### config.mk
export PLATFORM = sky130hd
export DESIGN_NAME = variable_width_bit_packer
export DESIGN_NICKNAME = d
export VERILOG_FILES = /design/src/rtl/vwbp_pkg.sv /design/src/rtl/vwbp_key_mem.sv /design/src/rtl/variable_width_bit_packer.sv
export VERILOG_INCLUDE_DIRS = /design/src /design/src/rtl
export SDC_FILE = /design/constraint.sdc
export NUM_CORES = 1
export LEC_CHECK = 0
export ABC_CLOCK_PERIOD_IN_PS = 8280
export BUFFER_PORTS_ARGS = -buffer_cell sky130_fd_sc_hd__buf_4
export CAP_MARGIN = 25
export CELL_PAD_IN_SITES_DETAIL_PLACEMENT = 1
export CELL_PAD_IN_SITES_GLOBAL_PLACEMENT = 2
export CORE_ASPECT_RATIO = 0.8
export CORE_UTILIZATION = 44
export CTS_CLUSTER_SIZE = 14
export DETAILED_ROUTE_END_ITERATION = 10
export PLACE_DENSITY_LB_ADDON = 0.25
export SLEW_MARGIN = 20
export SYNTH_ARGS = -nofsm -noshare
export SYNTH_HDL_FRONTEND = slang
export SYNTH_SLANG_ARGS = --single-unit
### constraint.sdc
create_clock -name clk -period 8.28 [get_ports clk]
set_input_delay 2.484 -clock clk [delete_from_list [all_inputs] [get_ports clk]]
set_output_delay 2.484 -clock clk [all_outputs]
set_load 0.01 [all_outputs]
### src/rtl/variable_width_bit_packer_macros.svh
// Assertion helpers for the bit packer.
// Sampled on clk and switched off while arst_n is low.
`ifndef VARIABLE_WIDTH_BIT_PACKER_MACROS_SVH
`define VARIABLE_WIDTH_BIT_PACKER_MACROS_SVH

// Same-cycle implication.
`define VWBP_ASSERT(label, ante, cons, msg) \
	label: assert property (@(posedge clk) disable iff (!arst_n) (ante) |-> (cons)) \
		else $error(msg);

// Next-cycle implication.
`define VWBP_ASSERT_NEXT(label, ante, cons, msg) \
	label: assert property (@(posedge clk) disable iff (!arst_n) (ante) |=> (cons)) \
		else $error(msg);

`endif

### src/rtl/vwbp_pkg.sv
`default_nettype none
package vwbp_pkg;

	localparam int WORD_BITS = 32;
	localparam int WIDTH_BITS = 6;
	localparam int IDX_BITS = 3;
	localparam int POS_BITS = 4;

	typedef enum logic [1:0] {
		OP_CLEAR = 2'd0,
		OP_PUSH  = 2'd1,
		OP_READ  = 2'd2
	} opcode_t;

	typedef logic [WORD_BITS-1:0] word_t;

endpackage
`default_nettype wire

### src/rtl/vwbp_key_mem.sv
`default_nettype none
// Key word store: one write port, one read port, registered read data.
module vwbp_key_mem
	import vwbp_pkg::*;
#(
	parameter int DEPTH = 8,
	parameter int AW = 3
) (
	input  wire logic          clk,
	input  wire logic          wr_en,
	input  wire logic [AW-1:0] wr_addr,
	input  wire word_t         wr_data,
	input  wire logic          rd_en,
	input  wire logic [AW-1:0] rd_addr,
	output word_t              rd_data
);

	word_t mem_q [DEPTH];
	word_t rd_data_q;

	always_ff @(posedge clk) begin
		if (wr_en) begin
			mem_q[wr_addr] <= wr_data;
		end
		// held until the next read so a stalled beat keeps its data
		if (rd_en) begin
			rd_data_q <= mem_q[rd_addr];
		end
	end

	assign rd_data = rd_data_q;

endmodule
`default_nettype wire

### src/rtl/variable_width_bit_packer.sv
`default_nettype none
// Channel  Handshake                 Payload
// item     item_valid / item_stall   opcode, field_value, field_width, read_index
// result   result_valid / result_stall  read_word, word_position, bits_free, overflow
//
// One item per cycle sustained while item_stall is low; each beat gives one result beat,
// registered first in stage 1 (the key store read) and then in the result register.
// Reset clears the write position and the open word; the store needs no sweep.
// Words behind the write position are always written since the last clear,
// words beyond it read as zero, so clear needs no sweep of the store.
// A stalled result holds the pipe; item_stall rises only when both stages are full.
`include "variable_width_bit_packer_macros.svh"
module variable_width_bit_packer
	import vwbp_pkg::*;
#(
	parameter int KEY_WORDS = 8
) (
	input  wire logic                  clk,
	input  wire logic                  arst_n,
	input  wire logic                  item_valid,
	output logic                       item_stall,
	input  wire logic [1:0]            opcode,
	input  wire logic [WORD_BITS-1:0]  field_value,
	input  wire logic [WIDTH_BITS-1:0] field_width,
	input  wire logic [IDX_BITS-1:0]   read_index,
	output logic                       result_valid,
	input  wire logic                  result_stall,
	output logic [WORD_BITS-1:0]       read_word,
	output logic [POS_BITS-1:0]        word_position,
	output logic [WIDTH_BITS-1:0]      bits_free,
	output logic                       overflow
);

	localparam int AW = (KEY_WORDS > 1) ? $clog2(KEY_WORDS) : 1;
	localparam int FW = $clog2(KEY_WORDS + 1);
	localparam int CW = (FW > IDX_BITS) ? FW : IDX_BITS;
	localparam logic [FW-1:0] FILL_FULL = FW'(KEY_WORDS);
	localparam logic [FW-1:0] FILL_LAST = FW'(KEY_WORDS - 1);
	localparam logic [CW-1:0] DEPTH_C = CW'(KEY_WORDS);
	localparam logic [WIDTH_BITS-1:0] FULL_FREE = WIDTH_BITS'(WORD_BITS);

	// where a read beat takes its word from
	typedef enum logic [1:0] {
		SRC_ZERO = 2'd0,
		SRC_MEM  = 2'd1,
		SRC_CUR  = 2'd2
	} rd_src_t;

	// packer state: the word being filled lives in cur_q, finished words in the store
	logic [FW-1:0]         fill_q;
	logic [WIDTH_BITS-1:0] free_q;
	word_t                 cur_q;

	// stage 1: store read in flight
	logic                  valid_s1;
	rd_src_t               src_s1;
	word_t                 cur_s1;
	logic [POS_BITS-1:0]   pos_s1;
	logic [WIDTH_BITS-1:0] free_s1;
	logic                  ovf_s1;

	// result register
	logic                  out_valid_q;
	word_t                 word_q;
	logic [POS_BITS-1:0]   pos_q;
	logic [WIDTH_BITS-1:0] free_out_q;
	logic                  ovf_q;

	opcode_t               op;
	logic                  item_acc;
	logic                  out_free;
	logic                  s1_free;
	logic [WIDTH_BITS-1:0] w_c;
	word_t                 mask_c;
	word_t                 val_c;
	logic [4:0]            shift_c;
	word_t                 merged_c;
	word_t                 spill_c;
	logic                  ovf_c;
	logic                  push_ok;
	logic [FW-1:0]         fill_d;
	logic [WIDTH_BITS-1:0] free_d;
	word_t                 cur_d;
	logic                  we_c;
	logic                  mem_we;
	logic                  mem_re;
	logic [CW-1:0]         idx_c;
	logic [CW-1:0]         fillx_c;
	rd_src_t               src_c;
	word_t                 mem_rdata;

	assign op       = opcode_t'(opcode);
	assign item_acc = item_valid && !item_stall;
	assign out_free = !out_valid_q || !result_stall;
	assign s1_free  = !valid_s1 || out_free;
	assign item_stall = !s1_free;

	// field alignment: widths above a word clamp to a full word
	assign w_c = (field_width > FULL_FREE) ? FULL_FREE : field_width;
	assign mask_c = w_c[5] ? '1 : ((word_t'(1) << w_c[4:0]) - word_t'(1));
	assign val_c = field_value & mask_c;
	assign shift_c = 5'(FULL_FREE - free_q);
	assign merged_c = cur_q | (val_c << shift_c);
	// only used when the field splits, so free_q is below a full word here
	assign spill_c = val_c >> free_q[4:0];

	// room check: nothing fits once full; a split needs a following word
	assign ovf_c = (op == OP_PUSH) && (w_c != '0)
		&& ((fill_q == FILL_FULL) || ((w_c > free_q) && (fill_q == FILL_LAST)));
	assign push_ok = (op == OP_PUSH) && (w_c != '0) && !ovf_c;

	always_comb begin
		fill_d = fill_q;
		free_d = free_q;
		cur_d  = cur_q;
		we_c   = 1'b0;
		case (op)
			OP_CLEAR: begin
				fill_d = '0;
				free_d = FULL_FREE;
				cur_d  = '0;
			end
			OP_PUSH: begin
				if (push_ok) begin
					if (free_q > w_c) begin
						cur_d  = merged_c;
						free_d = free_q - w_c;
					end else begin
						// word completes: write it back and open the next
						we_c   = 1'b1;
						fill_d = fill_q + FW'(1);
						if (free_q < w_c) begin
							cur_d  = spill_c;
							free_d = FULL_FREE - (w_c - free_q);
						end else begin
							cur_d  = '0;
							free_d = FULL_FREE;
						end
					end
				end
			end
			default: ;
		endcase
	end

	// read source: finished words from the store, the open word from cur_q
	assign idx_c   = CW'(read_index);
	assign fillx_c = CW'(fill_q);

	always_comb begin
		src_c = SRC_ZERO;
		if ((op == OP_READ) && (idx_c < DEPTH_C)) begin
			if (idx_c < fillx_c) begin
				src_c = SRC_MEM;
			end else if (idx_c == fillx_c) begin
				src_c = SRC_CUR;
			end
		end
	end

	assign mem_we = item_acc && we_c;
	assign mem_re = item_acc && (src_c == SRC_MEM);

	vwbp_key_mem #(
		.DEPTH(KEY_WORDS),
		.AW(AW)
	) u_key_mem (
		.clk(clk),
		.wr_en(mem_we),
		.wr_addr(fill_q[AW-1:0]),
		.wr_data(merged_c),
		.rd_en(mem_re),
		.rd_addr(AW'(read_index)),
		.rd_data(mem_rdata)
	);

	always_ff @(posedge clk or negedge arst_n) begin
		if (!arst_n) begin
			fill_q <= '0;
			free_q <= FULL_FREE;
			cur_q  <= '0;
		end else if (item_acc) begin
			fill_q <= fill_d;
			free_q <= free_d;
			cur_q  <= cur_d;
		end
	end

	always_ff @(posedge clk or negedge arst_n) begin
		if (!arst_n) begin
			valid_s1    <= 1'b0;
			out_valid_q <= 1'b0;
		end else begin
			if (s1_free) begin
				valid_s1 <= item_acc;
			end
			if (out_free) begin
				out_valid_q <= valid_s1;
			end
		end
	end

	always_ff @(posedge clk) begin
		if (item_acc) begin
			src_s1  <= src_c;
			cur_s1  <= cur_q;
			pos_s1  <= POS_BITS'(fill_d);
			free_s1 <= free_d;
			ovf_s1  <= ovf_c;
		end
		if (out_free && valid_s1) begin
			case (src_s1)
				SRC_MEM: word_q <= mem_rdata;
				SRC_CUR: word_q <= cur_s1;
				default: word_q <= '0;
			endcase
			pos_q      <= pos_s1;
			free_out_q <= free_s1;
			ovf_q      <= ovf_s1;
		end
	end

	assign result_valid  = out_valid_q;
	assign read_word     = word_q;
	assign word_position = pos_q;
	assign bits_free     = free_out_q;
	assign overflow      = ovf_q;

	`VWBP_ASSERT(a_free_range, 1'b1, (free_q != '0) && (free_q <= FULL_FREE), "free bits out of range")
	`VWBP_ASSERT(a_full_empty, fill_q == FILL_FULL, (free_q == FULL_FREE) && (cur_q == '0), "full buffer with open bits")
	`VWBP_ASSERT_NEXT(a_drop_holds, item_acc && ovf_c, $stable(fill_q) && $stable(free_q) && $stable(cur_q), "dropped push changed state")
	`VWBP_ASSERT(a_wr_in_range, mem_we, fill_q < FILL_FULL, "store write past the buffer")
	`VWBP_ASSERT_NEXT(a_read_tracked, mem_re, valid_s1 && (src_s1 == SRC_MEM), "store read lost its beat")

endmodule
`default_nettype wire

Word level (Yosys, flattened, before mapping)
Memories as Yosys holds them, arrays and structs flattened. A register that Yosys moved wholly into a read port is not among the register bits.
Cells that the tools add are included.

storage, ports and cells
  input bits = 47
  bits in writable memories = 256
  logic and storage cells = 84
  register bits after elaboration = 132
  memories = 1

operators by class
  reductions and logical operators = 21
  shift operators = 3
  bitwise logic cells = 2
  add/sub/neg operators = 6
  mux-type cells = 22
  equality and inequality tests = 9
  order comparisons = 6

memories
  name             depth  bits a word  rd ports  clocked after memory_dff  write ports  line                source
  u_key_mem.mem_q  8      32           1         1                         1            vwbp_key_mem.sv:18  word_t mem_q [DEPTH];

operators with widths
  operator               number
  $mux 32                4
  $pmux 32 s2            2
  $and 32x32->32         1
  $or 32x32->32          1
  $shl 1x5->32 const A   1
  $shl 32x5->32          1
  $shr 32x5->32          1
  $sub 32x1->32 const B  1
  $mux 6                 4
  $gt 6x6->1             2
  $pmux 6 s2             1
  $sub 6x6->6            2
  $logic_and 1x1->1      9
  $mux 4                 2
  $pmux 4 s2             1
  $eq 2x1->1 const B     3
  $gt 6x6->1 const B     1
  $lt 6x6->1             1
  $mux 2                 3
  $reduce_bool 6->1      1
  $sub 6x6->6 const A    1
  $logic_not 1->1        5
  $mux 1                 5
  $sub 1x5->5 const A    1
  12 further kinds       15

Longest topological paths before layout
  depth in word-level cells = 13
  mapped depth = 20

By module
Synthesis repeated with hierarchy kept, for this count alone.

unflattened totals
  cell total of the unflattened synthesis = 1685
  area, all modules = 21846.0 sq um

by module, submodules not included
  module                     sequential area each (sq um)  cells an instance  area each (sq um)  instances
  variable_width_bit_packer  3744.8                        1270               11059.4            1
  vwbp_key_mem               8648.3                        415                10786.6            1

Worst setup path after synthesis
No wires, ideal clock.

  kind = input-to-reg
  start = input field_width[5]
  end = memory u_key_mem.mem_q[1][0] in the netlist's numbering (enable)
  slack = 0.302 ns
  setup time = 0.461 ns
  stages = 18
  required time = 7.819 ns
  data arrival time = 7.517 ns
  path buffers = 7
  path through = buf_2 -> buf_2 -> buf_2 -> buf_2 -> buf_2 -> nor2_1 -> ha_1 -> inv_1 -> fa_1 -> nand3_1 -> nand2_1 -> a31o_2 -> clkbuf_1 -> nand2_1 -> and2_0 -> clkbuf_1 -> nand3_1 -> nor3_1

between the ends
  word-level cells in the longest chain between the ends = 13

ends and longest elaborated chain
  what                            line                              source
  start: declaration              variable_width_bit_packer.sv:24   input wire logic [WIDTH_BITS-1:0] field_width,
  $gt 6x6->1                      variable_width_bit_packer.sv:99   assign w_c = (field_width > FULL_FREE) ? FULL_FREE : field_width;
  $mux 6 *                        variable_width_bit_packer.sv:99
  $gt 6x6->1                      variable_width_bit_packer.sv:109  && ((fill_q == FILL_FULL) || ((w_c > free_q) && (fill_q == FILL_LAST)));
  $logic_and 1x1->1               variable_width_bit_packer.sv:109
  $logic_or 1x1->1                variable_width_bit_packer.sv:109
  $logic_and 1x1->1               variable_width_bit_packer.sv:109
  $logic_not 1->1                 variable_width_bit_packer.sv:110  assign push_ok = (op == OP_PUSH) && (w_c != '0) && !ovf_c;
  $logic_and 1x1->1               variable_width_bit_packer.sv:110
  $mux 1 *                        variable_width_bit_packer.sv:124  if (push_ok) begin
  $mux 1 *                        variable_width_bit_packer.sv:117  case (op)
  $logic_and 1x1->1 *             variable_width_bit_packer.sv:161  assign mem_we = item_acc && we_c;
  $mux 1 *                        vwbp_key_mem.sv:22                if (wr_en) begin
  $mux 1 (not written as such) *  vwbp_key_mem.sv:23                mem_q[wr_addr] <= wr_data;
  end: declaration                vwbp_key_mem.sv:18

Every way passes the cells marked *; elsewhere a longest branch is shown, timed or not.

Worst setup path after layout
  start = input field_width[1]
  end = register cur_q[0]

between the ends
  word-level cells in the longest chain between the ends = 11

ends and longest elaborated chain
  what                                            line                                                                source
  $gt 6x6->1                                      variable_width_bit_packer.sv:99
  $mux 6 *                                        variable_width_bit_packer.sv:99
  $shl 1x5->32                                    variable_width_bit_packer.sv:100                                    assign mask_c = w_c[5] ? '1 : ((word_t'(1) << w_c[4:0]) - word_t'(1));
  $sub 32x1->32                                   variable_width_bit_packer.sv:100
  $mux 32                                         variable_width_bit_packer.sv:100
  $and 32x32->32                                  variable_width_bit_packer.sv:101                                    assign val_c = field_value & mask_c;
  $shr 32x5->32 or $shl 32x5->32 (tied branches)  variable_width_bit_packer.sv:105, variable_width_bit_packer.sv:103
  $mux 32 or $or 32x32->32 (tied branches)        variable_width_bit_packer.sv:132, variable_width_bit_packer.sv:103
  $mux 32                                         variable_width_bit_packer.sv:125                                    if (free_q > w_c) begin
  $mux 32                                         variable_width_bit_packer.sv:124
  $pmux 32 s2                                     variable_width_bit_packer.sv:117
  end signal: assignment                          variable_width_bit_packer.sv:185                                    cur_q <= cur_d;
  end: declaration                                variable_width_bit_packer.sv:52                                     word_t cur_q;

Every way passes the cells marked *; elsewhere a longest branch is shown, timed or not. The select of a mux whose other input is x is not followed.
A chain may end at the register's enable or synchronous reset.

==> flow_metrics.tcl <==
set metrics [dict create \
    cts-root-buf "clkbuf_16" \
    place_congestion 0.940 \
    regArea_sq_um 12400 \
    finalHoldViolations 0 \
    drt-initial-drc-count 1483 \
    dp_hpwl_um 50000 \
    synth_area_sq_um 21500 \
    ant_nets 0 \
    slew_headroom_pct 29.6 \
    clock_latency_ps 590 \
    via_count 15740 \
    clock-sinks 420 \
    clockBufferDepth 3 \
    start_kind "input pin" \
    crit_required_ps 8760 \
    leakage_nw 8.63 \
    start_util_pct 44.5 \
    place_ws_ps 1430 \
    grt_pass1_vias 15999 \
    cts_tree "built" \
    cap_viol_max_count 0 \
    clock_skew_ps 24.3 \
    drt-total-wl_um 72500 \
    drive_gt1_share_pct 19.3 \
    grt-busiest-layer "met2" \
    ys_types 99 \
    combPwrFrac_pct 33.4 \
    status "completed" \
    ys_seq_area_share_pct 57.7 \
    fp.dieH_um 200 \
    synth-seq-cells 420 \
    clock.fmax_mhz 155 \
    rsz0062_at_grt "false" \
    gr-usage-met1_pct 41.7 \
    synth.most_common_cell "edfxtp_1" \
    synth_async_sr_flop_share_pct 10.5 \
    wl_per_cell_um 29.7 \
    n_fill_cell 4887 \
    global_route.usage.met2_pct 47.1 \
    worstPathArrival_ps 6930 \
    swShare_pct 36.6 \
    numCtsBuffers 42 \
    yosys-top-cells-count "edfxtp_1, nor2_1, nand2_1, a21oi_1, clkbuf_1" \
    clkPwrFrac_pct 25.9 \
    timing.final.crit_share_pct 77.9 \
    irDropWorstVdd_mv 0.152 \
    die_w_um 249 \
    synth_warnings 0 \
    switching_power_mw 2.68 \
    grt_max_degree 66 \
    area_growth_pct 12.8 \
    worstMarginPinSlew_ps 1060 \
    globalRouteOverflowTotal 0 \
    cts_resized 0 \
    vias_per_cell 6.45 \
    synth_top_area_share_pct 52.6 \
    portBuffers 91 \
    hold_buffers 0 \
    internal-power_mw 4.65 \
    path_max_fanout 33 \
    yosysTopAreaCell "edfxtp_1" \
    ios 92 \
    r2r_slack_ps 3600 \
    fp-row-count 72 \
    path_clk_slew_ps 60 \
    grt_pass1_wl_um 107000 \
    hp-class "reg2reg" \
    grtUsageMet3_pct 5.21 \
    coreArea_sq_um 48300 \
    critPathKind "in2reg" \
    setup_violations 0 \
    synth-edff-count 376 \
    report.final.slew_viol_count 0 \
    nets 1850 \
    postSynthAreaPerCell_sq_um 12.4 \
    post_cts_buffers 0 \
    power_density_nw_per_um2 303 \
    drt_pass1_iterations 5 \
    fin_ws_ps 1830 \
    htree_levels 2 \
    die-area_sq_um 49700 \
    track_usage_pct 29.3 \
    synth_fp_nets 1799 \
    synth_area_leaders "edfxtp_1, mux4_2, dfrtp_1, nor2_1, nand2_1" \
    synthCells 1727 \
    synthFlopType "edfxtp_1" \
    seqPwrFrac_pct 40.8 \
    crit_path_end_kind "flip-flop" \
    multi_input_comb_area_sq_um 8510 \
    antenna_found_initial 0 \
    drc_errors 0 \
    period_minus_slack_ps 6450 \
    fin_setup_tns_ps 0 \
]
flip-flops by register name, indices dropped and copies added, names as in the netlist, 2 cells and up:
| name | count |
|---|---|
| u_key_mem.rd_data | 32 |
| u_key_mem.mem_q | 256 |
| fill_q | 4 |
| bits_free | 6 |
| free_s1 | 6 |
| word_position | 4 |
| src_s1 | 2 |
| cur_q | 32 |
| read_word | 32 |
| pos_s1 | 4 |
| cur_s1 | 32 |
| free_q | 6 |
power by group through the flow:
stage | registers [mW] | logic (mW) | clock network [mW]
2_1_floorplan | 3.00 | 1.45 | 0
3_3_place_gp | 3.02 | 2.30 | 0
3_5_place_dp | 3.03 | 2.38 | 0
4_1_cts | 2.99 | 2.39 | 1.93
5_1_grt | 3.00 | 2.61 | 2.00
6_report | 2.99 | 2.45 | 1.90
routing by layer:
layer  part of all wire (%)  up-vias
met5                      0        -
met4                    1.6        0
met3                    6.2       91
met2                     47      526
met1                     46     8237
li1                       -     6886
layout make-up:
| type | count | share of cell area [%] |
|---|---|---|
| multi-input combinational | 1133 | 35.1 |
| clock buffer | 54 | 4.65 |
| inverter | 46 | 0.712 |
| antenna | 1 | 0.0103 |
| sequential | 420 | 51.1 |
| tap | 629 | 3.25 |
| clock inverter | 23 | 0.955 |
| timing repair buffer | 135 | 4.18 |
cells in the final DEF (no fill, tap or decap), drive strengths merged, types with 25 or more instances in the layout:
| cell | instances |
|---|---|
| dfrtp | 43 |
| nor3 | 34 |
| a22oi | 38 |
| mux4 | 66 |
| a21oi | 88 |
| nor2 | 151 |
| buf | 135 |
| nand3 | 48 |
| mux2 | 41 |
| o21ai | 65 |
| edfxtp | 376 |
| nand2 | 143 |
| clkbuf | 54 |
| inv | 46 |
| a211oi | 25 |
worst max-delay path, cell delays in order:
cell and delay [ps]:
buf_4 330, or2_1 350, nor2_1 100, a21oi_1 190, ha_1 200, clkinv_1 410
a21oi_2 520, o2111a_1 410, xnor2_1 150, a311oi_1 690, o22ai_1 320, mux2_2 360
and2_1 160, o31ai_1 240
stage by stage:
stage	instance area [sq um]	utilization [%]	cells	power (mW)	hold WS, ps
final	24200	50.2	2441	7.34	420
after global routing	24200	50.2	2440	7.61	424
after CTS	24200	50.2	2440	7.32	419
after detailed placement	22900	47.4	2363	5.41	410
after global placement	22900	47.4	2363	5.32	402
after floorplan	21500	-	1727	4.45	400
cells by family (layout without fill, tap and decap cells):
| family | count (synthesis) | after routing | synth area share (%) |
|---|---|---|---|
| AOI/OAI and AO/OA | 481 | 481 | 16.1 |
| and+or+nand+nor | 483 | 483 | 10.6 |
| DFF | 420 | 420 | 57.7 |
| buffers and inverters | 174 | 258 | 3.26 |
| other | 0 | 1 | 0 |
| xor gates and xnor gates | 18 | 18 | 0.734 |
| adders and majority gates | 25 | 25 | 1.67 |
| muxes | 126 | 126 | 9.95 |
worst paths after layout:
| check | start | endpoint | depth (start not counted) |
|---|---|---|---|
| setup / recovery | field_width[1] | cur_q[0] | 14 |
| hold / removal | ovf_s1 | overflow | 0 |
| setup reg to reg | free_q[0] | u_key_mem.mem_q[1][26] | 13 |
| hold reg to reg | ovf_s1 | overflow | 0 |
| max in group asynchronous | arst_n | free_q[0] | 1 |
| min in group asynchronous | arst_n | result_valid | 1 |
No activity file was read; power rests on OpenSTA's default activity.
